File: src/hdl/bqkr_pkg.sv
// Shared types and constants for the bounded queue with keyed removal.
// Used by every module of the block; depends on nothing.
package bqkr_pkg;

  // Queue geometry
  localparam int QUEUE_DEPTH = 16;
  localparam int CNT_W       = $clog2(QUEUE_DEPTH + 1);
  localparam int IDX_W       = $clog2(QUEUE_DEPTH);

  // Field widths
  localparam int KEY_W    = 34;
  localparam int SCORE_W  = 8;
  localparam int MEAN_W   = 8;
  localparam int CFG_W    = 5;
  localparam int STATUS_W = 3;
  localparam int OP_W     = 2;

  // Stream bus widths
  localparam int IN_TDATA_W  = 64;
  localparam int OUT_TDATA_W = 48;

  // Mean of three scores: floor(sum / 3) == (sum * 683) >> 11 for sum <= 765
  localparam int SUM_W      = SCORE_W + 2;
  localparam int MEAN_RECIP = 683;
  localparam int MEAN_SHIFT = 11;
  localparam int PROD_W     = 20;

  // Command queue between front and back
  localparam int CMD_DEPTH = 2;

  typedef enum logic [OP_W-1:0] {
    OP_APPEND = 2'd0,
    OP_REMOVE = 2'd1,
    OP_LIST   = 2'd2
  } op_e;

  typedef enum logic [STATUS_W-1:0] {
    ST_DONE    = 3'd0,
    ST_FULL    = 3'd1,
    ST_EMPTY   = 3'd2,
    ST_MISSING = 3'd3,
    ST_ENTRY   = 3'd4
  } status_e;

  // Classified command handed from front to back
  typedef struct packed {
    op_e                op;
    logic [KEY_W-1:0]   key;
    logic [MEAN_W-1:0]  mean;
  } cmd_t;

endpackage

File: src/hdl/bqkr_front.sv
// Front end: accepts input items, drops unused operation codes and
// computes the mean of the three scores. Depends on bqkr_pkg.
module bqkr_front (
  input  logic                              clk_i,
  input  logic                              rst_ni,
  input  logic                              s_axis_tvalid,
  output logic                              s_axis_tready,
  // tdata: key[33:0], score_one[41:34], score_two[49:42], score_three[57:50]
  input  logic [bqkr_pkg::IN_TDATA_W-1:0]   s_axis_tdata,
  // tuser: operation[1:0]
  input  logic [bqkr_pkg::OP_W-1:0]         s_axis_tuser,
  output logic                              cmd_valid_o,
  input  logic                              cmd_ready_i,
  output bqkr_pkg::cmd_t                    cmd_o
);
  import bqkr_pkg::*;

  logic                 valid_q, valid_d;
  cmd_t                 cmd_q;
  logic                 accept;
  logic                 op_known;
  logic [SUM_W-1:0]     sum;
  logic [PROD_W-1:0]    prod;
  logic [SCORE_W-1:0]   score_one, score_two, score_three;

  assign score_one   = s_axis_tdata[KEY_W +: SCORE_W];
  assign score_two   = s_axis_tdata[KEY_W + SCORE_W +: SCORE_W];
  assign score_three = s_axis_tdata[KEY_W + 2*SCORE_W +: SCORE_W];

  // Take a new item whenever the stage is empty or drains this cycle
  assign s_axis_tready = !valid_q || cmd_ready_i;
  assign accept        = s_axis_tvalid && s_axis_tready;

  // Only the three defined operations go on to the back end
  assign op_known = (s_axis_tuser == OP_APPEND) || (s_axis_tuser == OP_REMOVE) ||
                    (s_axis_tuser == OP_LIST);

  // Divide the score sum by three through a reciprocal multiply
  assign sum  = SUM_W'(score_one) + SUM_W'(score_two) + SUM_W'(score_three);
  assign prod = PROD_W'(sum) * PROD_W'(MEAN_RECIP);

  always_comb begin
    valid_d = valid_q;
    if (accept) begin
      valid_d = op_known;
    end else if (cmd_ready_i) begin
      valid_d = 1'b0;
    end
  end

  always_ff @(posedge clk_i or negedge rst_ni) begin
    if (!rst_ni) begin
      valid_q <= 1'b0;
    end else begin
      valid_q <= valid_d;
    end
  end

  // Hold the classified command until the queue takes it
  always_ff @(posedge clk_i) begin
    if (accept) begin
      cmd_q.op   <= op_e'(s_axis_tuser);
      cmd_q.key  <= s_axis_tdata[KEY_W-1:0];
      cmd_q.mean <= prod[MEAN_SHIFT +: MEAN_W];
    end
  end

  assign cmd_valid_o = valid_q;
  assign cmd_o       = cmd_q;

endmodule

File: src/hdl/bqkr_fifo.sv
// Short command queue that decouples the front end from the back end.
// Depends on bqkr_pkg for the command type and depth.
module bqkr_fifo (
  input  logic            clk_i,
  input  logic            rst_ni,
  input  logic            push_valid_i,
  output logic            push_ready_o,
  input  bqkr_pkg::cmd_t  push_cmd_i,
  output logic            pop_valid_o,
  input  logic            pop_ready_i,
  output bqkr_pkg::cmd_t  pop_cmd_o
);
  import bqkr_pkg::*;

  localparam int PTR_W  = (CMD_DEPTH > 1) ? $clog2(CMD_DEPTH) : 1;
  localparam int FCNT_W = $clog2(CMD_DEPTH + 1);

  cmd_t               slots_q [CMD_DEPTH];
  logic [PTR_W-1:0]   wr_ptr_q, rd_ptr_q;
  logic [FCNT_W-1:0]  fill_q;
  logic               do_push, do_pop;

  assign push_ready_o = (fill_q != FCNT_W'(CMD_DEPTH));
  assign pop_valid_o  = (fill_q != '0);
  assign do_push      = push_valid_i && push_ready_o;
  assign do_pop       = pop_valid_o && pop_ready_i;
  assign pop_cmd_o    = slots_q[rd_ptr_q];

  // Advance pointers with wrap and track the fill level
  always_ff @(posedge clk_i or negedge rst_ni) begin
    if (!rst_ni) begin
      wr_ptr_q <= '0;
      rd_ptr_q <= '0;
      fill_q   <= '0;
    end else begin
      if (do_push) begin
        wr_ptr_q <= (wr_ptr_q == PTR_W'(CMD_DEPTH - 1)) ? '0 : wr_ptr_q + PTR_W'(1);
      end
      if (do_pop) begin
        rd_ptr_q <= (rd_ptr_q == PTR_W'(CMD_DEPTH - 1)) ? '0 : rd_ptr_q + PTR_W'(1);
      end
      if (do_push && !do_pop) begin
        fill_q <= fill_q + FCNT_W'(1);
      end else if (do_pop && !do_push) begin
        fill_q <= fill_q - FCNT_W'(1);
      end
    end
  end

  // Store the pushed command
  always_ff @(posedge clk_i) begin
    if (do_push) begin
      slots_q[wr_ptr_q] <= push_cmd_i;
    end
  end

endmodule

File: src/hdl/bqkr_back.sv
// Back end: holds the record store and capacity register, carries out
// append, keyed removal and listing, and registers the results.
// Depends on bqkr_pkg.
module bqkr_back (
  input  logic                              clk_i,
  input  logic                              rst_ni,
  input  logic                              cfg_we_i,
  input  logic [bqkr_pkg::CFG_W-1:0]        cfg_wdata_i,
  input  logic                              cmd_valid_i,
  output logic                              cmd_ready_o,
  input  bqkr_pkg::cmd_t                    cmd_i,
  output logic                              res_valid_o,
  input  logic                              res_ready_i,
  output bqkr_pkg::status_e                 res_status_o,
  output logic [bqkr_pkg::KEY_W-1:0]        res_key_o,
  output logic [bqkr_pkg::MEAN_W-1:0]       res_mean_o,
  output logic                              res_last_o
);
  import bqkr_pkg::*;

  typedef enum logic [2:0] {
    S_IDLE   = 3'b001,
    S_SEARCH = 3'b010,
    S_LIST   = 3'b100
  } state_e;

  state_e               state_q, state_d;
  logic [CFG_W-1:0]     max_entries_q;
  logic [CNT_W-1:0]     count_q, count_d;
  logic [IDX_W-1:0]     idx_q, idx_d;
  logic [KEY_W-1:0]     key_q, key_d;
  logic [KEY_W-1:0]     keys_q  [QUEUE_DEPTH];
  logic [MEAN_W-1:0]    means_q [QUEUE_DEPTH];

  logic [CNT_W-1:0]     cap;
  logic                 at_last;
  logic                 hit;
  logic                 out_ready;
  logic                 out_load;
  logic                 do_append;
  logic                 do_shift;
  status_e              res_status;
  logic [KEY_W-1:0]     res_key;
  logic [MEAN_W-1:0]    res_mean;
  logic                 res_last;

  logic                 out_valid_q;
  status_e              out_status_q;
  logic [KEY_W-1:0]     out_key_q;
  logic [MEAN_W-1:0]    out_mean_q;
  logic                 out_last_q;

  // Capacity in use is the register limited to the store depth
  always_comb begin
    if (int'(max_entries_q) < QUEUE_DEPTH) begin
      cap = CNT_W'(max_entries_q);
    end else begin
      cap = CNT_W'(QUEUE_DEPTH);
    end
  end

  assign at_last   = (CNT_W'(idx_q) == count_q - CNT_W'(1));
  assign hit       = (keys_q[idx_q] == key_q);
  assign out_ready = !out_valid_q || res_ready_i;

  // Sequencer: one step per cycle, only when the result register is free
  always_comb begin
    state_d     = state_q;
    count_d     = count_q;
    idx_d       = idx_q;
    key_d       = key_q;
    cmd_ready_o = 1'b0;
    out_load    = 1'b0;
    do_append   = 1'b0;
    do_shift    = 1'b0;
    res_status  = ST_DONE;
    res_key     = '0;
    res_mean    = '0;
    res_last    = 1'b1;
    case (state_q)
      S_IDLE: begin
        cmd_ready_o = out_ready;
        if (cmd_valid_i && out_ready) begin
          case (cmd_i.op)
            OP_APPEND: begin
              out_load = 1'b1;
              if (count_q >= cap) begin
                res_status = ST_FULL;
              end else begin
                do_append = 1'b1;
                count_d   = count_q + CNT_W'(1);
              end
            end
            OP_REMOVE: begin
              if (count_q == '0) begin
                out_load   = 1'b1;
                res_status = ST_EMPTY;
              end else begin
                state_d = S_SEARCH;
                idx_d   = '0;
                key_d   = cmd_i.key;
              end
            end
            OP_LIST: begin
              if (count_q == '0) begin
                out_load   = 1'b1;
                res_status = ST_EMPTY;
              end else begin
                state_d = S_LIST;
                idx_d   = '0;
              end
            end
            default: ;
          endcase
        end
      end
      S_SEARCH: begin
        if (out_ready) begin
          if (hit) begin
            do_shift = 1'b1;
            count_d  = count_q - CNT_W'(1);
            out_load = 1'b1;
            state_d  = S_IDLE;
          end else if (at_last) begin
            out_load   = 1'b1;
            res_status = ST_MISSING;
            state_d    = S_IDLE;
          end else begin
            idx_d = idx_q + IDX_W'(1);
          end
        end
      end
      S_LIST: begin
        if (out_ready) begin
          out_load   = 1'b1;
          res_status = ST_ENTRY;
          res_key    = keys_q[idx_q];
          res_mean   = means_q[idx_q];
          res_last   = at_last;
          if (at_last) begin
            state_d = S_IDLE;
          end else begin
            idx_d = idx_q + IDX_W'(1);
          end
        end
      end
      default: begin
        state_d = S_IDLE;
      end
    endcase
  end

  // Control state and capacity register
  always_ff @(posedge clk_i or negedge rst_ni) begin
    if (!rst_ni) begin
      state_q       <= S_IDLE;
      count_q       <= '0;
      idx_q         <= '0;
      key_q         <= '0;
      max_entries_q <= CFG_W'(16);
      out_valid_q   <= 1'b0;
    end else begin
      state_q <= state_d;
      count_q <= count_d;
      idx_q   <= idx_d;
      key_q   <= key_d;
      if (cfg_we_i) begin
        max_entries_q <= cfg_wdata_i;
      end
      if (out_load) begin
        out_valid_q <= 1'b1;
      end else if (res_ready_i) begin
        out_valid_q <= 1'b0;
      end
    end
  end

  // Record store: write at the tail, close the gap above a removed entry
  always_ff @(posedge clk_i) begin
    if (do_append) begin
      keys_q[count_q[IDX_W-1:0]]  <= cmd_i.key;
      means_q[count_q[IDX_W-1:0]] <= cmd_i.mean;
    end
    if (do_shift) begin
      for (int j = 0; j < QUEUE_DEPTH - 1; j++) begin
        if (IDX_W'(j) >= idx_q) begin
          keys_q[j]  <= keys_q[j+1];
          means_q[j] <= means_q[j+1];
        end
      end
    end
  end

  // Result register
  always_ff @(posedge clk_i) begin
    if (out_load) begin
      out_status_q <= res_status;
      out_key_q    <= res_key;
      out_mean_q   <= res_mean;
      out_last_q   <= res_last;
    end
  end

  assign res_valid_o  = out_valid_q;
  assign res_status_o = out_status_q;
  assign res_key_o    = out_key_q;
  assign res_mean_o   = out_mean_q;
  assign res_last_o   = out_last_q;

`ifndef SYNTHESIS
  a_count_bound: assert property (@(posedge clk_i) disable iff (!rst_ni)
    count_q <= CNT_W'(QUEUE_DEPTH))
    else $error("entry count above store depth");

  a_count_step: assert property (@(posedge clk_i) disable iff (!rst_ni)
    ##1 (count_q == $past(count_q) || count_q == $past(count_q) + CNT_W'(1) ||
         count_q == $past(count_q) - CNT_W'(1)))
    else $error("entry count moved by more than one");

  a_busy_nonempty: assert property (@(posedge clk_i) disable iff (!rst_ni)
    (state_q != S_IDLE) |-> (count_q != '0))
    else $error("search or list running on an empty queue");

  a_no_overwrite: assert property (@(posedge clk_i) disable iff (!rst_ni)
    out_load |-> out_ready)
    else $error("result register overwritten before delivery");
`endif

endmodule

File: src/hdl/bounded_queue_keyed_removal.sv
// Top level of the bounded queue with keyed removal: front end, command
// queue and back end. Depends on bqkr_pkg, bqkr_front, bqkr_fifo, bqkr_back.
//
//   channel   dir  handshake               payload
//   s_axis    in   tvalid / tready         tdata: key, scores; tuser: operation
//   m_axis    out  tvalid / tready         tdata: key, mean; tuser: status; tlast
//   cfg       in   cfg_we_i                cfg_wdata_i: max_entries
//
// Back end: in idle it takes a command and answers an append or an empty remove
// or list directly; a remove compares one entry per step up to the match or the
// tail, a list reads one stored entry per step (each at most 16), set by one store
// read port. An item passes the front register, then the command queue, to reach
// the back end; a result register follows. Reset clears count and handshake
// state, capacity to 16. A stalled m_axis holds every back end step; the front
// keeps accepting until the two-entry command queue and its own register fill.
module bounded_queue_keyed_removal (
  input  logic                                clk_i,
  input  logic                                rst_ni,
  input  logic                                s_axis_tvalid,
  output logic                                s_axis_tready,
  // tdata: key[33:0], score_one[41:34], score_two[49:42], score_three[57:50]
  input  logic [bqkr_pkg::IN_TDATA_W-1:0]     s_axis_tdata,
  // tuser: operation[1:0]
  input  logic [bqkr_pkg::OP_W-1:0]           s_axis_tuser,
  output logic                                m_axis_tvalid,
  input  logic                                m_axis_tready,
  // tdata: entry_key[33:0], entry_mean[41:34], zeros above
  output logic [bqkr_pkg::OUT_TDATA_W-1:0]    m_axis_tdata,
  // tuser: status[2:0]
  output logic [bqkr_pkg::STATUS_W-1:0]       m_axis_tuser,
  output logic                                m_axis_tlast,
  input  logic                                cfg_we_i,
  input  logic [bqkr_pkg::CFG_W-1:0]          cfg_wdata_i
);
  import bqkr_pkg::*;

  logic                 fr_valid, fr_ready;
  cmd_t                 fr_cmd;
  logic                 bk_valid, bk_ready;
  cmd_t                 bk_cmd;
  status_e              res_status;
  logic [KEY_W-1:0]     res_key;
  logic [MEAN_W-1:0]    res_mean;

  bqkr_front u_front (
    .clk_i         (clk_i),
    .rst_ni        (rst_ni),
    .s_axis_tvalid (s_axis_tvalid),
    .s_axis_tready (s_axis_tready),
    .s_axis_tdata  (s_axis_tdata),
    .s_axis_tuser  (s_axis_tuser),
    .cmd_valid_o   (fr_valid),
    .cmd_ready_i   (fr_ready),
    .cmd_o         (fr_cmd)
  );

  bqkr_fifo u_fifo (
    .clk_i        (clk_i),
    .rst_ni       (rst_ni),
    .push_valid_i (fr_valid),
    .push_ready_o (fr_ready),
    .push_cmd_i   (fr_cmd),
    .pop_valid_o  (bk_valid),
    .pop_ready_i  (bk_ready),
    .pop_cmd_o    (bk_cmd)
  );

  bqkr_back u_back (
    .clk_i        (clk_i),
    .rst_ni       (rst_ni),
    .cfg_we_i     (cfg_we_i),
    .cfg_wdata_i  (cfg_wdata_i),
    .cmd_valid_i  (bk_valid),
    .cmd_ready_o  (bk_ready),
    .cmd_i        (bk_cmd),
    .res_valid_o  (m_axis_tvalid),
    .res_ready_i  (m_axis_tready),
    .res_status_o (res_status),
    .res_key_o    (res_key),
    .res_mean_o   (res_mean),
    .res_last_o   (m_axis_tlast)
  );

  // Pack the result fields onto the stream bus
  assign m_axis_tdata = {{(OUT_TDATA_W - KEY_W - MEAN_W){1'b0}}, res_mean, res_key};
  assign m_axis_tuser = res_status;

endmodule
File: config.mk
export PLATFORM = sky130hd
export DESIGN_NAME = bounded_queue_keyed_removal
export DESIGN_NICKNAME = d
export VERILOG_FILES = /design/src/hdl/bqkr_pkg.sv /design/src/hdl/bqkr_front.sv /design/src/hdl/bqkr_fifo.sv /design/src/hdl/bqkr_back.sv /design/src/hdl/bounded_queue_keyed_removal.sv
export SDC_FILE = /design/constraint.sdc
export NUM_CORES = 2
export LEC_CHECK = 0
export BUFFER_PORTS_ARGS = -buffer_cell sky130_fd_sc_hd__buf_4
export CORE_ASPECT_RATIO = 1.75
export CORE_UTILIZATION = 51
export CTS_BUF_LIST = sky130_fd_sc_hd__clkbuf_8 sky130_fd_sc_hd__clkbuf_16
export DETAILED_ROUTE_END_ITERATION = 10
export PLACE_DENSITY = 0.74
export SLEW_MARGIN = 25
export SYNTH_ARGS = -nofsm -noshare
export SYNTH_HDL_FRONTEND = slang
export SYNTH_HIERARCHICAL = 1
export SYNTH_SLANG_ARGS = --single-unit
File: constraint.sdc
create_clock -name clk_i -period 21.8 [get_ports clk_i]
set_input_delay 3.27 -clock clk_i [delete_from_list [all_inputs] [get_ports clk_i]]
set_output_delay 3.27 -clock clk_i [all_outputs]
set_load 0.01 [all_outputs]
After elaboration in Yosys (flattened, before gate mapping) --
Memory sizes are Yosys's and may differ from the RTL's. A register that Yosys moved wholly into a read port is not among the register bits. Index checks and enable logic that the tools add are counted.
Operators by class: multipliers 1, add/subtract/negate cells 9, magnitude comparators 17, muxes and demuxes 112, eq/ne operators 22, reduce and logical (&&, ||, !) cells 32, bitwise gates (word level) 1
Operators with widths (count):
- $mux 1 | 72
- $mux 4 | 9
- $eq 34x34->1 | 1
- $mux 34 | 1
- $reduce_or 34->1 | 1
- $mux 3 | 11
- $mux 5 | 6
- $ge 4x4->1 const A | 7
- $mul 10x10->19 const B | 1
- $pmux 3 s3 | 2
- $ge 3x4->1 const A | 4
- $ne 2x2->1 const B | 6
- $pmux 3 s2 | 2
- $pmux 4 s3 | 1
- $reduce_and 6->1 | 2
- $add 10x8->10 | 1
- $pmux 5 s2 | 1
- $reduce_bool 2->1 | 5
- $add 8x8->9 | 1
- $ne 3x3->1 const B | 3
- $ge 1x4->1 const A | 2
- $ge 2x4->1 const A | 2
- $mux 2 | 4
- $mux 8 | 1
- other kinds (29) | 48
Word-level totals: output and inout port bits 54, word-level logic and storage cells 213, memories kept 3, bits in writable memories 760, flip-flop bits (word level) 139, input port bits 76
Memory list:
- u_back.keys_q | depth 16, width 34, read ports 16, clocked after Yosys merged registers in 0, wr ports 15, line bqkr_back.sv:32 | logic [KEY_W-1:0] keys_q [QUEUE_DEPTH];
- u_back.means_q | depth 16, width 8, read ports 16, clocked after Yosys merged registers in 1, wr ports 15, line bqkr_back.sv:33 | logic [MEAN_W-1:0] means_q [QUEUE_DEPTH];
- u_fifo.slots_q | depth 2, width 44, read ports 1, clocked after Yosys merged registers in 0, wr ports 1, line bqkr_fifo.sv:18 | cmd_t slots_q [CMD_DEPTH];

Logic depth before layout (Yosys ltp) --
depth in word-level cells 10, mapped depth 30, mapped depth without buffers 30

By module --
The synthesis kept the hierarchy.
Modules (own cells, without submodules):
- bqkr_back | cells an instance 2332, seq. area each 22864.4 sq um, area each 38539.5 sq um, times used 1
- bqkr_fifo | cells an instance 155, seq. area each 2742.6 sq um, area each 3569.7 sq um, times used 1
- bqkr_front | cells an instance 277, seq. area each 1346.3 sq um, area each 3514.6 sq um, times used 1
- bounded_queue_keyed_removal | cells an instance 7, seq. area each 0.0 sq um, area each 48.8 sq um, times used 1

Worst setup path before layout --
No wires, ideal clock.
kind input to register, from input port s_axis_tdata[35] (netlist bit), to register u_front.cmd_q (netlist bit u_front/cmd_o[4]), data pin, slack 13.030 ns, library setup time 0.262 ns, buffers on the path 0, required time 21.538 ns, arrival time 8.508 ns, stages 30, cells stage by stage inv_1 -> fa_1 -> inv_1 -> ha_1 -> inv_1 -> fa_1 -> nor2b_1 -> o21a_2 -> o21ai_2 -> nand2b_1 -> a21o_1 -> xnor2_1 -> inv_1 -> ha_1 -> ha_1 -> inv_1 -> fa_1 -> inv_1 -> fa_1 -> inv_1 -> fa_1 -> inv_1 -> ha_1 -> nand3_1 -> nand3_1 -> nand2_1 -> nand2_2 -> a31oi_2 -> o21bai_1 -> xor2_1
On the way: word-level cells in the longest chain between the ends 3
Ends and longest elaborated chain:
- start: declaration | line bounded_queue_keyed_removal.sv:22 | input logic [bqkr_pkg::IN_TDATA_W-1:0] s_axis_tdata,
- $add 8x8->9 | line bqkr_front.sv:39 | assign sum = SUM_W'(score_one) + SUM_W'(score_two) + SUM_W'(score_three);
- $add 10x8->10 | line bqkr_front.sv:39
- $mul 10x10->19 | line bqkr_front.sv:40 | assign prod = PROD_W'(sum) * PROD_W'(MEAN_RECIP);
- via u_front.prod[15] | line bqkr_front.sv:23 | logic [PROD_W-1:0] prod;
- end: declaration | line bqkr_front.sv:19 | cmd_t cmd_q;
The timed path passes the listed nets, and every way through them passes these cells. A chain may end at the register's enable or synchronous reset.

Worst setup path after layout --
from input port s_axis_tdata[35] (netlist bit), to register u_front.cmd_q (netlist bit u_front/cmd_o[5]), data pin
The elaborated chain is that of the path after synthesis.

==> run_results.csv <==
group,metric,value,unit
placed_design,gp_congestion,0.867,
worst_setup_path,critical_path_peak_fanout,5,
placed_design,preCtsSetupSlack,12.29,ns
worst_setup_path,required,22.22,ns
die,ios,130,
worst_setup_path,cp-start-kind,"input port",
timing,relSlewSlack,0.224,
timing,setup_slack,13.04,ns
timing,rsz0062_at_grt,"no",
power_and_ir_drop,p_leak,0.0178,uW
detailed_routing,dr_total_vias,26500,
timing,setup_tns,0,ns
yosys,synth_commonest_cells,"edfxtp_1 (850), mux2_2 (590), mux4_2 (132)",
detailed_routing,first_pass_iters,6,
yosys,yosys.area.top_type,"edfxtp_1",
placed_design,dp_hpwl,70900,um
final_layout,n_antenna_cell,0,
final_layout,nets,3022,
clocking,root_buffer,"clkbuf_16",
worst_setup_path,crit_arrival,9.18,ns
clocking,cts.reportedPaths.clkPinSlew,0.06,ns
yosys,synthCells,2771,
clocking,clock-sinks,907,
final_layout,drive_above_1_share,0.398,
detailed_routing,postRouteAntennaNets,0,
global_route,grt_pass1_wl,184000,um
yosys,syn_area,0.0457,mm2
timing,hold_ws,0.443,ns
die,design.core.area,0.0883,mm2
global_route,antenna_found_initial,4,
final_layout,fin_area,0.0504,mm2
die,die_area,0.0908,mm2
global_route,grt_overflow,0,
clocking,cts_max_level,3,
final_layout,regArea,0.0270,mm2
global_route,grt_use_total,0.280,
yosys,ys_seq_area_frac,0.590,
timing,fin_crit_sh,0.402,
worst_setup_path,crit_path_end_kind,"flop",
yosys,yosys_warnings,6,
detailed_routing,wl_per_cell,31.1,um
detailed_routing,drtIter0Drc,2677,
die,fp.dieH,398,um
die,start_util,0.517,
yosys,synth.most_common_cell,"edfxtp_1",
yosys,synth-edff-count,850,
global_route,grt_max_degree,105,
flow_run,maxCapViolCount,0,
final_layout,multi_input_area,0.0175,mm2
timing,max_freq,114,MHz
min_path,hold_path_class,"flop to flop",
yosys,synthFlopType,"edfxtp_1",
yosys,async_flop_share,0.0628,
die,die_w,228,um
placed_design,placed_area,0.0476,mm2
worst_setup_path,cpPeakStageDelay,0.53,ns
yosys,synth_area_leaders,"edfxtp_1 (56%), mux2_2 (15%), mux4_2 (6.5%), dfrtp_1 (3.0%), mux2_4 (2.6%)",
final_layout,areaGrowthSynthToFinish,10.3,%
detailed_routing,wirelength,127000,um
detailed_routing,via_per_inst,6.49,
clocking,cts_tree,"yes",
status,status,"complete, no violations",
yosys,avgSynthCellArea,16.5,um2
clocking,cts_resized,0,
worst_setup_path,worst-setup-path-type,"input port to flop",
timing,min_period,8.76,ns
timing,tightest_slew,1.16,ns
timing,setup_viol,0,
detailed_routing,post-route-drc-count,0,
power_and_ir_drop,ir_worst_vdd,0.147,mV
timing,slew_violations,0,
die,row_count,144,
clocking,insertion_delay,0.69,ns
worst_setup_path,path_common_cell,"inv_1",
final_layout,nFillCells,6782,
placed_design,portBuffers,117,
yosys,synth.distinct_cells,79,
power_and_ir_drop,p_total,6660,uW
clocking,clockBufferDepth,3,
timing,fin_worst_skew,0.0313,ns
yosys,ys_ff_latch,907,
worst_setup_path,crit_slowest_cell,"fa_1",
clocking,cts_hold_buffers,0,
timing,hold_viol,0,
yosys,yosys.area.top_type_share,0.559,
power_and_ir_drop,power.density,132,mW/mm2
global_route,grt_pass1_vias,27600,
clocking,cts_buffers,84,
clocking,cts_setup_buffers,0,
-- stage by stage --
step           instances  utilization
3_3_place_gp        3916        0.539
4_1_cts             4073        0.571
6_report            4074        0.571
5_1_grt             4074        0.571
2_1_floorplan       2776            -
3_5_place_dp        3916        0.539
-- area by class of cell --
cell class                 count  area share
sequential                   907       0.535
multi-input combinational   1594       0.348
clock buffer                  93      0.0446
tap                         1168      0.0290
timing repair buffer         171      0.0262
clock inverter                64      0.0111
inverter                      77     0.00573
-- sequential cells by signal (all words and copies together), names as in the netlist --
name,flops
u_fifo/rd_ptr_q,1
u_back/res_last_o,1
u_back/res_valid_o,1
u_fifo/fill_q,2
u_back/state_q,3
u_back/keys_q,544
u_back/count_q,5
u_front/cmd_o,44
u_fifo/slots_q,88
u_back/means_q,128
u_back/res_mean_o,8
u_back/max_entries_q,5
u_back/idx_q,4
u_front/cmd_valid_o,1
u_fifo/wr_ptr_q,1
u_back/key_q,34
u_back/res_key_o,34
u_back/res_status_o,3
-- path summary, 6_finish.rpt --
kind	slack (ns)	start	cells past startpoint	to
min reg2reg	0.44	u_front/cmd_o[26]	0	u_fifo/slots_q[0][26]
max	13.04	s_axis_tdata[35]	31	u_front/cmd_o[5]
min	0.44	u_front/cmd_o[26]	0	u_fifo/slots_q[0][26]
min in group asynchronous	2.44	rst_ni	1	u_back/key_q[6]
max reg2reg	14.75	u_back/idx_q[0]	12	u_back/keys_q[4][17]
max in group asynchronous	18.13	rst_ni	2	u_fifo/rd_ptr_q
-- worst max-delay path: cells and delay by family --
family	cells	cell delay [ns]
adder cells (fa/ha/maj)	9	3.32
AO/OA/AOI/OAI	5	0.96
AND/OR/NAND/NOR	7	0.64
buffers and inverters	9	0.57
XOR/XNOR	1	0.40
-- where the power goes --
group	internal, uW	total (uW)	switching (uW)	leakage (uW)
logic	1270	2690	1420	0.00797
registers	2320	2460	136	0.00838
clock network	852	1520	666	0.00143
total	4440	6660	2220	0.0178
-- layer usage --
metal / GRT usage / share of wire / vias to the layer above
li1: - / - / 10900
met1: 0.326 / 0.35 / 13700
met2: 0.486 / 0.51 / 1463
met3: 0.0546 / 0.088 / 397
met4: 0.153 / 0.060 / 4
met5: 0 / 0.00026 / -
-- cells in the final DEF, fill, tap and decap left out, types with 9 or more instances in the layout --
cell,instances
bufinv_16,9
nand2b_1,9
and2_1,21
dfrtp_1,50
a21oi_1,31
nand3_1,19
buf_4,168
ha_1,82
mux2i_1,108
nor3_1,15
and3_1,10
o21ai_0,20
clkbuf_16,86
mux4_2,132
xnor2_1,41
mux2_1,49
edfxtp_1,850
mux2_2,590
a22oi_1,17
o221ai_1,33
mux2_4,79
clkinv_2,15
a21o_1,11
xor2_1,27
nor2b_1,13
nand2_1,76
nor2_1,52
fa_1,29
inv_1,87
clkinv_1,15
nand4_1,14
-- cell families (layout without fill, tap and decap cells) --
family | count (synthesis) | after routing | synth area share
AO/OA/AOI/OAI | 184 | 184 | 0.0300
XOR/XNOR | 70 | 70 | 0.0138
adder cells (fa/ha/maj) | 111 | 111 | 0.0352
buffers and inverters | 275 | 405 | 0.0286
flip-flops | 907 | 907 | 0.590
multiplexers | 958 | 958 | 0.272
other | 1 | 6 | 0.0000821
AND/OR/NAND/NOR | 265 | 265 | 0.0300
(Power assumes the default switching activity.)
